## config.mk

```make
export PLATFORM = sky130hd
export DESIGN_NAME = xxh32_ctrl
export DESIGN_NICKNAME = d
export VERILOG_FILES = /design/src/rtl/xxh32_pkg.sv /design/src/rtl/xxh32_ctrl.sv
export VERILOG_INCLUDE_DIRS = /design/src /design/src/rtl
export SDC_FILE = /design/constraint.sdc
export NUM_CORES = 1
export LEC_CHECK = 0
export ABC_AREA = 1
export BUFFER_PORTS_ARGS = -buffer_cell sky130_fd_sc_hd__buf_2
export CAP_MARGIN = 15
export CORE_UTILIZATION = 47
export DETAILED_ROUTE_END_ITERATION = 7
export PLACE_DENSITY_LB_ADDON = 0.2
export RECOVER_POWER = 100
export SYNTH_ARGS = -nofsm -noshare
export SYNTH_HDL_FRONTEND = slang
export SYNTH_SLANG_ARGS = --single-unit
export TNS_END_PERCENT = 1
```

## constraint.sdc

```tcl
create_clock -name i_clk -period 3.6 [get_ports i_clk]
set_input_delay 0 -clock i_clk [delete_from_list [all_inputs] [get_ports i_clk]]
set_output_delay 0 -clock i_clk [all_outputs]
set_load 0.1 [all_outputs]
```

## src/rtl/assert_macros.svh

```systemverilog
// ----------------------------------------------------------------------------
// assertion macros
// shared concurrent assertion helpers, empty under synthesis
// ----------------------------------------------------------------------------
`ifndef ASSERT_MACROS_SVH
`define ASSERT_MACROS_SVH
`ifndef SYNTHESIS
`define ASSERT_IMPL(label, clk, rst_n, prop) \
    label: assert property (@(posedge clk) disable iff (!rst_n) prop) \
        else $error("assertion failed");
`define ASSERT_NEVER(label, clk, rst_n, expr) \
    label: assert property (@(posedge clk) disable iff (!rst_n) !(expr)) \
        else $error("assertion failed");
`else
`define ASSERT_IMPL(label, clk, rst_n, prop)
`define ASSERT_NEVER(label, clk, rst_n, expr)
`endif
`endif

```

## src/rtl/xxh32_pkg.sv

```systemverilog
// ----------------------------------------------------------------------------
// xxh32 package
// primes, commands and status shared by controller and datapath
// ----------------------------------------------------------------------------
package xxh32_pkg;
    localparam logic [31:0] P1 = 32'd2654435761;
    localparam logic [31:0] P2 = 32'd2246822519;
    localparam logic [31:0] P3 = 32'd3266489917;
    localparam logic [31:0] P4 = 32'd668265263;
    localparam logic [31:0] P5 = 32'd374761393;

    typedef enum logic [3:0] {
        OP_NONE,
        OP_INIT,
        OP_WORD_MUL,
        OP_WORD_ROT,
        OP_BYTE_MUL,
        OP_BYTE_ROT,
        OP_AV1,
        OP_AV2,
        OP_AV3,
        OP_AV4,
        OP_AV5
    } t_op;

    typedef struct packed {
        logic       absorb;
        logic       clear;
        t_op        op;
        logic [3:0] pos;
    } t_cmd;

    typedef struct packed {
        logic       lane_busy;
        logic [3:0] fill;
    } t_stat;
endpackage

```

## src/rtl/xxh32_ctrl.sv

```systemverilog
// ----------------------------------------------------------------------------
// xxh32 controller
// accepts bytes, sequences the finish and holds the result register
// ----------------------------------------------------------------------------
`include "assert_macros.svh"
module xxh32_ctrl (
    input  logic              i_clk,
    input  logic              i_rst_n,
    input  logic              i_valid,
    output logic              o_ready,
    input  logic              i_last,
    input  logic              i_empty,
    input  xxh32_pkg::t_stat  i_stat,
    input  logic [31:0]       i_hash,
    output xxh32_pkg::t_cmd   o_cmd,
    output logic              o_valid,
    input  logic              i_ready,
    output logic [31:0]       o_digest
);
    typedef enum logic [2:0] {
        S_RUN, S_WAIT, S_INIT, S_TAIL, S_AV, S_OUT
    } t_state;

    t_state      r_state;
    logic [3:0]  r_n;
    logic [3:0]  r_pos;
    logic [2:0]  r_av;
    logic        r_ph;
    logic        r_valid;
    logic [31:0] r_digest;
    logic        w_acc;
    logic [3:0]  w_rem;

    assign o_ready = (r_state == S_RUN) && !i_stat.lane_busy;
    assign w_acc   = i_valid && o_ready;
    assign w_rem   = r_n - r_pos;

    always_comb begin
        o_cmd        = '0;
        o_cmd.op     = xxh32_pkg::OP_NONE;
        o_cmd.absorb = w_acc && !i_empty;
        o_cmd.pos    = r_pos;
        case (r_state)
            S_INIT: o_cmd.op = xxh32_pkg::OP_INIT;
            S_TAIL: begin
                if (w_rem >= 4'd4)
                    o_cmd.op = r_ph ? xxh32_pkg::OP_WORD_ROT : xxh32_pkg::OP_WORD_MUL;
                else
                    o_cmd.op = r_ph ? xxh32_pkg::OP_BYTE_ROT : xxh32_pkg::OP_BYTE_MUL;
            end
            S_AV: begin
                case (r_av)
                    3'd0: o_cmd.op = xxh32_pkg::OP_AV1;
                    3'd1: o_cmd.op = xxh32_pkg::OP_AV2;
                    3'd2: o_cmd.op = xxh32_pkg::OP_AV3;
                    default: o_cmd.op = xxh32_pkg::OP_AV4;
                endcase
                o_cmd.clear = (r_av == 3'd3);
            end
            default: o_cmd.op = xxh32_pkg::OP_NONE;
        endcase
    end

    always_ff @(posedge i_clk) begin
        if (!i_rst_n) begin
            r_state <= S_RUN;
            r_valid <= 1'b0;
            r_ph    <= 1'b0;
            r_pos   <= 4'd0;
            r_n     <= 4'd0;
            r_av    <= 3'd0;
        end else begin
            if (r_state == S_OUT && (!r_valid || i_ready)) r_valid <= 1'b1;
            else if (r_valid && i_ready) r_valid <= 1'b0;
            case (r_state)
                S_RUN: if (w_acc && i_last) r_state <= S_WAIT;
                S_WAIT: if (!i_stat.lane_busy) begin
                    r_n     <= i_stat.fill;
                    r_pos   <= 4'd0;
                    r_ph    <= 1'b0;
                    r_av    <= 3'd0;
                    r_state <= S_INIT;
                end
                S_INIT: r_state <= (r_n == 4'd0) ? S_AV : S_TAIL;
                S_TAIL: begin
                    r_ph <= !r_ph;
                    if (r_ph) begin
                        r_pos <= r_pos + ((w_rem >= 4'd4) ? 4'd4 : 4'd1);
                        if (w_rem == 4'd4 || w_rem == 4'd1) r_state <= S_AV;
                    end
                    r_av <= 3'd0;
                end
                S_AV: begin
                    r_av <= r_av + 3'd1;
                    if (r_av == 3'd3) r_state <= S_OUT;
                end
                S_OUT: if (!r_valid || i_ready) begin
                    r_state <= S_RUN;
                end
                default: r_state <= S_RUN;
            endcase
        end
        if (r_state == S_OUT && (!r_valid || i_ready)) r_digest <= i_hash;
    end

    assign o_valid  = r_valid;
    assign o_digest = r_digest;

    `ASSERT_NEVER(a_ready_outside_run, i_clk, i_rst_n, o_ready && r_state != S_RUN)
    `ASSERT_IMPL(a_last_leaves_run, i_clk, i_rst_n, (w_acc && i_last) |=> (r_state == S_WAIT))
    `ASSERT_NEVER(a_tail_bound, i_clk, i_rst_n, (r_state == S_TAIL) && (r_pos >= r_n))
endmodule

```

-- Yosys cells after proc, flatten, opt, wreduce, memory -nomap -nowiden
Index checks and enable logic that the tools add are counted.
- $add $sub $neg: 3
- $mul: 0
- div/mod/pow operators: 0
- order comparisons: 1
- equal/unequal tests: 16
- shift operators: 0
- multiplexer cells: 24
- bitwise gates (word level): 1
- reduce and logical (&&, ||, !) cells: 23
- operators with widths (cell ; number):
    two-way mux 3 bit ; 10
    one-hot mux 4 bit (3 select lines) ; 2
    one-hot mux 3 bit (6 select lines) ; 1
    == test 3 x 2 -> 1 bit, second input constant ; 4
    one-hot mux 3 bit (3 select lines) ; 1
    two-way mux 4 bit ; 2
    != test 2 bit, second input constant ; 4
    one-hot mux 4 bit (2 select lines) ; 1
    == test 3 x 1 -> 1 bit, second input constant ; 2
    == test 3 bit, second input constant ; 2
    logical AND 1 bit ; 6
    logical NOT 3 bit ; 2
    two-way mux 1 bit ; 6
    AND reduction 2 bit ; 3
    AND reduction 6 bit ; 1
    adder 4 x 3 -> 4 bit ; 1
    == test 4 x 1 -> 1 bit, second input constant ; 1
    == test 4 x 3 -> 1 bit, second input constant ; 1
    greater-or-equal comparator 4 x 3 -> 1 bit, second input constant ; 1
    logical NOT 1 bit ; 4
    logical NOT 4 bit ; 1
    != test 2 x 1 -> 1 bit, second input constant ; 2
    nonzero test 2 bit ; 2
    subtractor 4 bit ; 1
    6 further kinds ; 7
- bits in registers: 48
- latch bits: 0
- memory bits (writable): 0
- ROM bits: 0
- word-level logic and storage cells: 75
- memories: 0

-- Logic depth before layout (Yosys ltp)
Gate-level depths: netlist of run 1.
- word-level depth: 6
- depth in mapped cells: 16

-- Worst setup path after synthesis of run 1
Ideal clock, no wire load.
- path type: flip-flop to output port
- from: register r_pos[2]
- to: output o_cmd[5] (netlist bit)
- arrival: 4.072 ns
- required time: 3.600 ns
- path slack: -0.472 ns
- cell stages (with the launch flop): 9
- cells stage by stage: dfxtp_1 -> inv_1 -> ha_1 -> or2_1 -> nand2_1 -> nand2_1 -> nand3_1 -> inv_1 -> o21ai_0
- RTL lines (element ; RTL line ; source):
    from (decl) ; xxh32_ctrl.sv:26 ; logic [3:0] r_pos;
    from (signal assigned) ; xxh32_ctrl.sv:88 ; r_pos <= r_pos + ((w_rem >= 4'd4) ? 4'd4 : 4'd1);
    to (decl) ; xxh32_ctrl.sv:15 ; output xxh32_pkg::t_cmd o_cmd,

==> flow_metrics.tcl, run 1 <==
set metrics [dict create \
    place_congestion 0.881 \
    die_area_sq_um 4660 \
    crit_start "r_n[0]" \
    core_area_sq_um 4120 \
    p_comb_share_pct 39.4 \
    final_nets 379 \
    ys_ff_latch 48 \
    cp_num_cells 9 \
    slew_headroom_pct -13.9 \
    viasPerCell 4.67 \
    antenna_found_initial 0 \
    clockPowerShare_pct 24.1 \
    p_switching_w 0.000772 \
    critPathKind "reg -> out" \
    dr.first_iter.drc_count 128 \
    critPathTopFamily "buffers and inverters" \
    layout.cells.non_filler 376 \
    crit_end "o_cmd[5]" \
    fin_tns_setup_ps 0 \
    area_delta_synth_final_pct 44.8 \
    cp_cell_sequence "inv_1, ha_1, fa_1, xnor2_1, inv_1, nand3_1, inv_1, o21ai_1, clkbuf_1" \
    yosysMostFrequentCell "nand2_1" \
    ys_types 24 \
    io_buffers 86 \
    synth-edff-count 32 \
    r2r_slack_ps 1170 \
    chipHeight_microns 68.3 \
    antenna_left 0 \
    io_pins 87 \
    maxCapViolations 1 \
    synth_top_area_share_pct 46.5 \
    finish.instance_area_sq_um 2990 \
    synth_top_cell_by_area "edfxtp_1" \
    ir_drop_uv 400 \
    setup_ws_ps 759 \
    fin_skew_ps 5.00 \
    slew_violations 33 \
    cp.arrival_ps 2840 \
    status "finished with violations" \
    tightestPinTransition_ps 1710 \
    ys.warnings.count 0 \
    grt_pass1_vias 1688 \
    power_density_nw_per_um2 623 \
    cpMostUsedCell "inv_1" \
    fp-row-count 23 \
    setup_violations 0 \
    rsz0062_at_grt "no" \
    initial_utilization_pct 50.2 \
    multiInputGateArea_sq_um 672 \
    grt_use_total_pct 22.0 \
    worstPathRequired_ps 3600 \
    postCtsSetupRepairBufs 0 \
    period_share_pct 78.9 \
    dpl_worst_slack_ps 1320 \
    r2r_end "o_digest[13]" \
    synth_commonest_cells "35 x nand2_1, 32 x edfxtp_1, 24 x inv_1" \
    synth_cells 195 \
    cts_buffer_depth 2 \
    syn-mean-instance-area_sq_um 10.6 \
    violations "capacitance limit, slew limit" \
    wl_mm 4.71 \
    clk_latency_ps 300 \
    placed_cells 332 \
    critPathMaxFanout 4 \
    synth_ff_type "edfxtp_1" \
    slowest_stage "clkbuf_1" \
    dr.pass1.iters 4 \
    syn_nets 249 \
    total_leakage_power_nw 1.19 \
    placed_area_sq_um 2570 \
    cts_tree "yes" \
    p_sw_share_pct 41.4 \
    r2r_cells 3 \
    cpPeakStageDelay_ps 890 \
    cts.reportedPaths.clkPinSlew_ps 90 \
    grt_max_degree 33 \
    via_count 1756 \
    cts-htree-levels 2 \
    hold_viol 0 \
    cp_num_buf_inv 4 \
    synthArstFlopShare_pct 0 \
    endpoint_kind "primary output" \
    drive_above_1_share_pct 17.5 \
    gr-total-overflow 0 \
    seqPwrFrac_pct 36.5 \
    diodes 0 \
    clockRootBuffer "clkbuf_8" \
    max_freq_mhz 352 \
    intPower_w 0.00109 \
    numClockSinks 48 \
    nFillCells 334 \
    holdCritPathClass "in -> reg" \
    fin_crit_ps 2840 \
    critPathLaunchType "register" \
    drc 0 \
    synthTopCellsByArea "edfxtp_1 47%, dfxtp_1 16%, nand2_1 6.4%, ha_1 6.1%, inv_1 4.4%" \
    grt_pass1_wl_mm 7.35 \
    register_area_sq_um 1280 \
    wl_per_cell_microns 12.5 \
    fin_util_pct 72.7 \
    die-width_microns 68.3 \
    hpwlAfterDp_mm 3.17 \
    syn_area_sq_um 2070 \
    crit-reg2reg-launch "r_state[2]" \
    numCtsBuffers 5 \
    synth-seq-area-share_pct 62.0 \
]
cells in the final DEF (no fill, tap or decap), drive strengths merged, types with 12 or more instances in the layout:
cell and count:
clkbuf 52, nand2 35, dfxtp 16, dlygate4sd3 36, nor2 23, nand3 12
edfxtp 32, inv 28, buf 41
timing repair:
action	4_1_cts	5_1_grt
hold endpoints to repair	36	0
gates resized for setup	0	0
endpoints found under the setup margin	0	0
hold buffers	36	0
cells by family (layout without fill, tap and decap cells):
kind of cell / after synthesis / count (layout) / synth area share [%]
AOI/OAI and AO/OA: 25 / 25 / 6.36
xor gates and xnor gates: 1 / 1 / 0.424
adders and majority gates: 11 / 11 / 7.03
buffers and inverters: 28 / 159 / 5.09
DFF: 48 / 48 / 62.0
and+or+nand+nor: 82 / 82 / 19.1
routing by layer:
metal	vias up	track usage [%]	part of all wire, %
li1	911	-	-
met5	-	0	0
met2	54	40.7	50
met1	785	25.1	43
met3	6	4.67	5.6
met4	0	6.51	1.0
final cells by class:
cell class	count	area share, %
Multi-Input combinational cell	119	22.5
Clock buffer	6	2.43
Clock inverter	2	2.01
Timing Repair Buffer	123	24.7
Tap cell	50	2.09
Sequential cell	48	42.8
Inverter	28	3.51
how the worst min path moves through the flow:
stage | startpoint | end | slack (ps) | cells past startpoint
6_report | i_rst_n | o_valid | 10 | 2
3_3_place_gp | i_hash[2] | o_digest[2] | 180 | 1
5_1_grt | i_rst_n | o_valid | 20 | 2
4_1_cts | i_rst_n | o_valid | 10 | 2
2_1_floorplan | i_hash[0] | o_digest[0] | 100 | 0
3_5_place_dp | i_hash[10] | o_digest[10] | 180 | 1
metrics by stage:
step / power [W] / hold slack [ps]
floorplan: 0.00128 / 98.9
global placement: 0.00140 / 177
detailed placement: 0.00141 / 178
CTS: 0.00189 / 9.91
global route: 0.00197 / 16.1
finish: 0.00186 / 10.1
power groups by stage:
stage / combinational [W] / clock, W / sequential [W]
global route: 0.000802 / 0.000481 / 0.000686
detailed placement: 0.000720 / 0 / 0.000690
global placement: 0.000712 / 0 / 0.000689
floorplan: 0.000417 / 0 / 0.000863
CTS: 0.000754 / 0.000457 / 0.000677
finish: 0.000734 / 0.000449 / 0.000679
sequential cells by signal, summed over array words and instances (netlist names):
register  count
o_valid       1
r_pos         4
r_av          3
o_digest     32
r_ph          1
r_n           4
r_state       3
Power figures use the tool's default switching activity.
==> run 2, diff against run 1 <==
--- a/config.mk
+++ b/config.mk
@@ -6,10 +6,10 @@
 export SDC_FILE = /design/constraint.sdc
 export NUM_CORES = 1
 export LEC_CHECK = 0
-export ABC_AREA = 1
+export ABC_AREA = 0
 export BUFFER_PORTS_ARGS = -buffer_cell sky130_fd_sc_hd__buf_2
 export CAP_MARGIN = 15
-export CORE_UTILIZATION = 47
+export CORE_UTILIZATION = 43
 export DETAILED_ROUTE_END_ITERATION = 7
 export PLACE_DENSITY_LB_ADDON = 0.2
 export RECOVER_POWER = 100
==> constraint.sdc (replaced) <==
create_clock -name i_clk -period 2.6 [get_ports i_clk]
set_input_delay 0 -clock i_clk [delete_from_list [all_inputs] [get_ports i_clk]]
set_output_delay 0 -clock i_clk [all_outputs]
set_load 0.1 [all_outputs]
==> run 2 against run 1 <==
Effect of this change:
- the flow now finishes without violations
- sequential cell count is the same
- core utilization shrank 5.5 points
- area after synthesis grew 5.6%
- clock skew grew 1.4 ps
- worst setup slack lost 660 ps
- register-to-register slack lost 1100 ps
- clock power grew 22%
- hold slack gained 33 ps
- sequential share of layout area shrank 2.7 points
- first-iteration DRC count shrank 41%
- critical endpoint unchanged
- largest power group is now sequential cells
==> flow_metrics.tcl, run 2 <==
set metrics [dict create \
    status "finished, final reports clean" \
    wl_mm 5.26 \
    numCtsBuffers 5 \
    synth_commonest_cells "32 x edfxtp_1, 19 x nor2_1, 16 x dfxtp_1" \
    gr-total-overflow 0 \
    cpPeakStageDelay_ps 530 \
    dr.pass1.iters 4 \
    area_delta_synth_final_pct 47.6 \
    place_congestion 0.838 \
    rsz0062_at_grt "no" \
    r2r_slack_ps 110 \
    synth_top_area_share_pct 44.1 \
    dr.first_iter.drc_count 75 \
    numClockSinks 48 \
    chipHeight_microns 73.2 \
    ir_drop_uv 306 \
    min_to "r_state[1]" \
    power_density_nw_per_um2 553 \
    cp_cell_sequence "inv_1, ha_2, fa_2, xnor2_1, or4_4, buf_4, nand3_1, nand2_1, buf_2" \
    grt_pass1_wl_mm 8.11 \
    antenna_found_initial 0 \
    hpwlAfterDp_mm 3.37 \
    fin_crit_ps 2500 \
    postCtsSetupRepairBufs 0 \
    tightestPinTransition_ps 1190 \
    r2r_cells 11 \
    grtUsageMet3_pct 4.70 \
    synthTopCellsByArea "edfxtp_1 44%, dfxtp_1 15%, ha_1 5.7%, nor2_1 3.3%, a21oi_1 2.8%" \
    grt.met1_usage_pct 24.2 \
    io_pins 87 \
    synth-edff-count 32 \
    grt_pass1_vias 1729 \
    crit_start "r_n[0]" \
    fin_tns_setup_ps 0 \
    synth_ff_type "edfxtp_1" \
    diodes 0 \
    grt-busiest-layer "met2" \
    clk_latency_ps 300 \
    holdCritPathClass "in -> reg" \
    setup_ws_ps 101 \
    worstPathRequired_ps 2600 \
    grt_max_degree 33 \
    final_cell_mix "43 x buf_2, 40 x clkbuf_1, 37 x dlygate4sd3_1" \
    fin_skew_ps 6.38 \
    antenna_left 0 \
    grt_use_total_pct 20.3 \
    critPathMaxFanout 5 \
    syn-mean-instance-area_sq_um 11.7 \
    die-width_microns 73.2 \
    clockRootBuffer "clkbuf_8" \
    ys_types 49 \
    die_area_sq_um 5360 \
    core_area_sq_um 4790 \
    cts.reportedPaths.clkPinSlew_ps 90 \
    slew_violations 0 \
    hold_viol 0 \
    cts_tree "yes" \
    io_buffers 86 \
    slowest_stage "or4_4" \
    wl_per_cell_microns 13.8 \
    drc 0 \
    cts_buffer_depth 2 \
    worstHoldPathCells 2 \
    synthArstFlopShare_pct 0 \
    synth_top_cell_by_area "edfxtp_1" \
    maxCapViolations 0 \
    setup_violations 0 \
    total_leakage_power_nw 1.24 \
    drive_above_1_share_pct 25.6 \
    fp-row-count 25 \
    ys.warnings.count 0 \
    placed_area_sq_um 2750 \
    yosysMostFrequentCell "edfxtp_1" \
    ys_ff_latch 48 \
    max_freq_mhz 400 \
    slew_headroom_pct 20.8 \
    largest_register_ffs 32 \
    syn_area_sq_um 2180 \
    crit-reg2reg-launch "r_n[0]" \
    final_common_cell "buf_2" \
    r2r_end "r_pos[2]" \
    cp.arrival_ps 2500 \
    period_share_pct 96.1 \
    initial_utilization_pct 45.6 \
    finish.instance_area_sq_um 3220 \
    critPathLaunchType "register" \
    syn_nets 240 \
    viasPerCell 4.89 \
    dpl_worst_slack_ps -29.3 \
    synth_cells 186 \
    timing.hold.ws_ps 42.8 \
    holdCritStartpoint "i_rst_n" \
    final_nets 366 \
    critPathKind "reg -> out" \
    grt.met2_usage_pct 35.8 \
    cts-htree-levels 2 \
    via_count 1857 \
    endpoint_kind "primary output" \
    synth-seq-area-share_pct 58.7 \
]
## run 2: logic make-up after synthesis
logic type | share of synthesized area [%]
DFF | 58.7
xor gates and xnor gates | 1.95
adders and majority gates | 6.66
buffers and inverters | 3.61
and+or+nand+nor | 16.6
muxes | 2.29
AOI/OAI and AO/OA | 10.1
## run 2: report_power, final
group	total (W)	internal, W	switching, W
clock network	0.000549	0.000290	0.000259
logic	0.000382	0.000158	0.000223
registers	0.000848	0.000823	0.0000251
## run 2: area by class of cell
cell class,instances,area [sq um]
Tap cell,67,83.8
Clock buffer,5,68.8
Inverter,10,37.5
Sequential cell,48,1290
Multi-Input combinational cell,118,891
Fill cell,391,1570
Clock inverter,3,46.3
Timing Repair Buffer,129,800
## run 2: through the flow
step	utilization [%]	total power, W	cells
global placement	57.4	0.00118	335
detailed placement	57.4	0.00119	335
finish	67.2	0.00178	380
global route	67.2	0.00185	380
floorplan	-	0.00110	186
CTS	67.6	0.00178	380
## run 2: how the worst max path moves through the flow
stage                to
2_1_floorplan  r_pos[3]
3_3_place_gp   r_pos[3]
3_5_place_dp   r_pos[3]
4_1_cts        r_pos[3]
5_1_grt        o_cmd[6]
6_report       o_cmd[5]
## run 2: worst max-delay path, delay by kind of cell (launching register included)
family	cells	cell delay, ps
AND/OR/NAND/NOR	3	650
flip-flops	1	330
XOR/XNOR	1	130
adder cells (fa/ha/maj)	2	560
buffers and inverters	3	510
## run 2: repair_timing
item / CTS / global route
pin swaps: 0 / 5
resized for setup: 1 / 10
hold buffers: 37 / 0
setup endpoints to repair: 2 / 4
hold endpoints to repair: 37 / 0
## run 2: per-layer routing
| metal | up-vias | share of wire (%) |
|---|---|---|
| met5 | - | 0 |
| met4 | 0 | 1.4 |
| met3 | 8 | 6.2 |
| met2 | 70 | 49 |
| met1 | 854 | 43 |
| li1 | 925 | - |
==> run 3, diff against run 2 <==
--- a/config.mk
+++ b/config.mk
@@ -9,7 +9,9 @@
 export ABC_AREA = 0
 export BUFFER_PORTS_ARGS = -buffer_cell sky130_fd_sc_hd__buf_2
 export CAP_MARGIN = 15
-export CORE_UTILIZATION = 43
+export CELL_PAD_IN_SITES_DETAIL_PLACEMENT = 0
+export CELL_PAD_IN_SITES_GLOBAL_PLACEMENT = 1
+export CORE_UTILIZATION = 39
 export DETAILED_ROUTE_END_ITERATION = 7
 export PLACE_DENSITY_LB_ADDON = 0.2
 export RECOVER_POWER = 100
==> constraint.sdc (replaced) <==
create_clock -name i_clk -period 2.9 [get_ports i_clk]
set_input_delay 0 -clock i_clk [delete_from_list [all_inputs] [get_ports i_clk]]
set_output_delay 0 -clock i_clk [all_outputs]
set_load 0.1 [all_outputs]
==> run 3 against run 2 <==
Effect of this change:
- global-route usage fell by 3.3 points
- total power fell by 18%
- wire length fell by 7.7%
- critical endpoint is now o_cmd[6]
==> flow_metrics.tcl, run 3 (synthesized netlist as in run 2, its figures left out) <==
set metrics [dict create \
    status "finished, final reports clean" \
    fp-row-count 26 \
    rsz0062_at_grt "no" \
    total_leakage_power_nw 1.20 \
    via_count 1811 \
    die_area_sq_um 5900 \
    io_pins 87 \
    critPathMaxFanout 4 \
    crit-reg2reg-launch "r_n[0]" \
    initial_utilization_pct 41.6 \
    post_cts_resized 0 \
    core_area_sq_um 5240 \
    dr.pass1.iters 4 \
    wl_mm 4.86 \
    final_cell_mix "43 x clkbuf_1, 42 x buf_2, 36 x dlygate4sd3_1" \
    clockPowerShare_pct 26.1 \
    cts_hold_buf 36 \
    p_sw_share_pct 28.8 \
    largest_register_ffs 32 \
    holdCritStartpoint "i_ready" \
    chipHeight_microns 76.8 \
    critPathKind "reg -> out" \
    cts_buffer_depth 2 \
    viasPerCell 4.78 \
    ir_drop_uv 271 \
    total_power_w 0.00145 \
    place_congestion 0.824 \
    worstPathRequired_ps 2900 \
    numCtsBuffers 5 \
    timing.hold.ws_ps 25.5 \
    final_nets 362 \
    holdCritPathClass "in -> reg" \
    setup_violations 0 \
    dr.first_iter.drc_count 61 \
    drc 0 \
    cts_tree "yes" \
    final_common_cell "clkbuf_1" \
    endpoint_kind "primary output" \
    slew_headroom_pct 20.4 \
    grt_use_total_pct 17.0 \
    numClockSinks 48 \
    tightestPinTransition_ps 1200 \
    grt_pass1_vias 1707 \
    io_buffers 86 \
    r2r_end "r_pos[3]" \
    antenna_left 0 \
    maxCapViolations 0 \
    diodes 0 \
    fin_crit_ps 2740 \
    fin_skew_ps 10.6 \
    min_to "o_valid" \
    slew_violations 0 \
    grt_max_degree 33 \
    die-width_microns 76.8 \
    clk_latency_ps 300 \
    worstHoldPathCells 4 \
    p_comb_share_pct 21.3 \
    wl_per_cell_microns 12.8 \
    seqPwrFrac_pct 52.6 \
    p_switching_w 0.000418 \
    drive_above_1_share_pct 20.1 \
    max_freq_mhz 365 \
    power_density_nw_per_um2 468 \
    intPower_w 0.00103 \
    hold_viol 0 \
    cp.arrival_ps 2740 \
    critPathLaunchType "register" \
    hpwlAfterDp_mm 3.39 \
    antenna_found_initial 0 \
    grt_pass1_wl_mm 7.87 \
    r2r_cells 11 \
    clockRootBuffer "clkbuf_8" \
    period_share_pct 94.5 \
    gr-total-overflow 0 \
    cts-htree-levels 2 \
    cts.reportedPaths.clkPinSlew_ps 70 \
    r2r_slack_ps 180 \
    postCtsSetupRepairBufs 0 \
    area_delta_synth_final_pct 42.0 \
]
run 3: cell count changes in the layout (fill, tap and decap cells not counted), sizes merged:
| cell | delta |
|---|---|
| buf | -5 |
| bufinv | -1 |
| clkbuf | +3 |
| clkinv | +2 |
| clkinvlp | -1 |
| dlygate4sd3 | -1 |
| inv | -1 |
run 3: worst max path at each step:
stage | cells after the start | start | end | slack, ps
after floorplan | 11 | r_pos[2] | r_pos[3] | -450
after global placement | 11 | r_n[0] | r_pos[3] | 240
final | 9 | r_n[0] | o_cmd[6] | 160
after global routing | 11 | r_n[0] | r_pos[2] | 7
after CTS | 11 | r_n[0] | r_pos[3] | 180
after detailed placement | 11 | r_n[0] | r_pos[3] | 190
run 3: cell type report:
type                       count  area (sq um)
fill                         473          2140
inverter                      10          37.5
tap                           70          87.6
clock inverter                 2          12.5
sequential                    48          1280
multi-input combinational    118           847
clock buffer                   6          72.6
timing repair buffer         125           758
run 3: critical path: stages (launching register included):
cell and delay [ps]:
dfxtp_1 360, inv_1 50, ha_1 200, fa_1 420, xnor2_1 140, or4_1 540
nand2_1 150, nand2_1 70, nand2_1 80, clkbuf_2 460
run 3: through the flow:
step,TNS [ps],std cells,util (%),worst slack (ps),area [sq um]
global placement,0,335,51.7,235,2710
floorplan,-1810,186,-,-446,2200
CTS,0,379,60.2,176,3150
detailed placement,0,335,51.7,187,2710
global route,0,379,59.1,6.91,3100
finish,0,379,59.1,159,3100
run 3: layer usage:
metal | track usage [%] | share of wire (%) | up-vias
met5 | 0 | 0 | -
met4 | 6.35 | 1.3 | 0
met3 | 3.93 | 5.4 | 5
met2 | 28.9 | 49 | 55
met1 | 20.8 | 45 | 833
li1 | - | - | 918
run 3: power by group through the flow:
stage	logic, W	clock network (W)	registers (W)
finish	0.000309	0.000379	0.000762
global route	0.000330	0.000423	0.000764
CTS	0.000312	0.000397	0.000762
detailed placement	0.000273	0	0.000778
global placement	0.000274	0	0.000777
floorplan	0.000163	0	0.000822
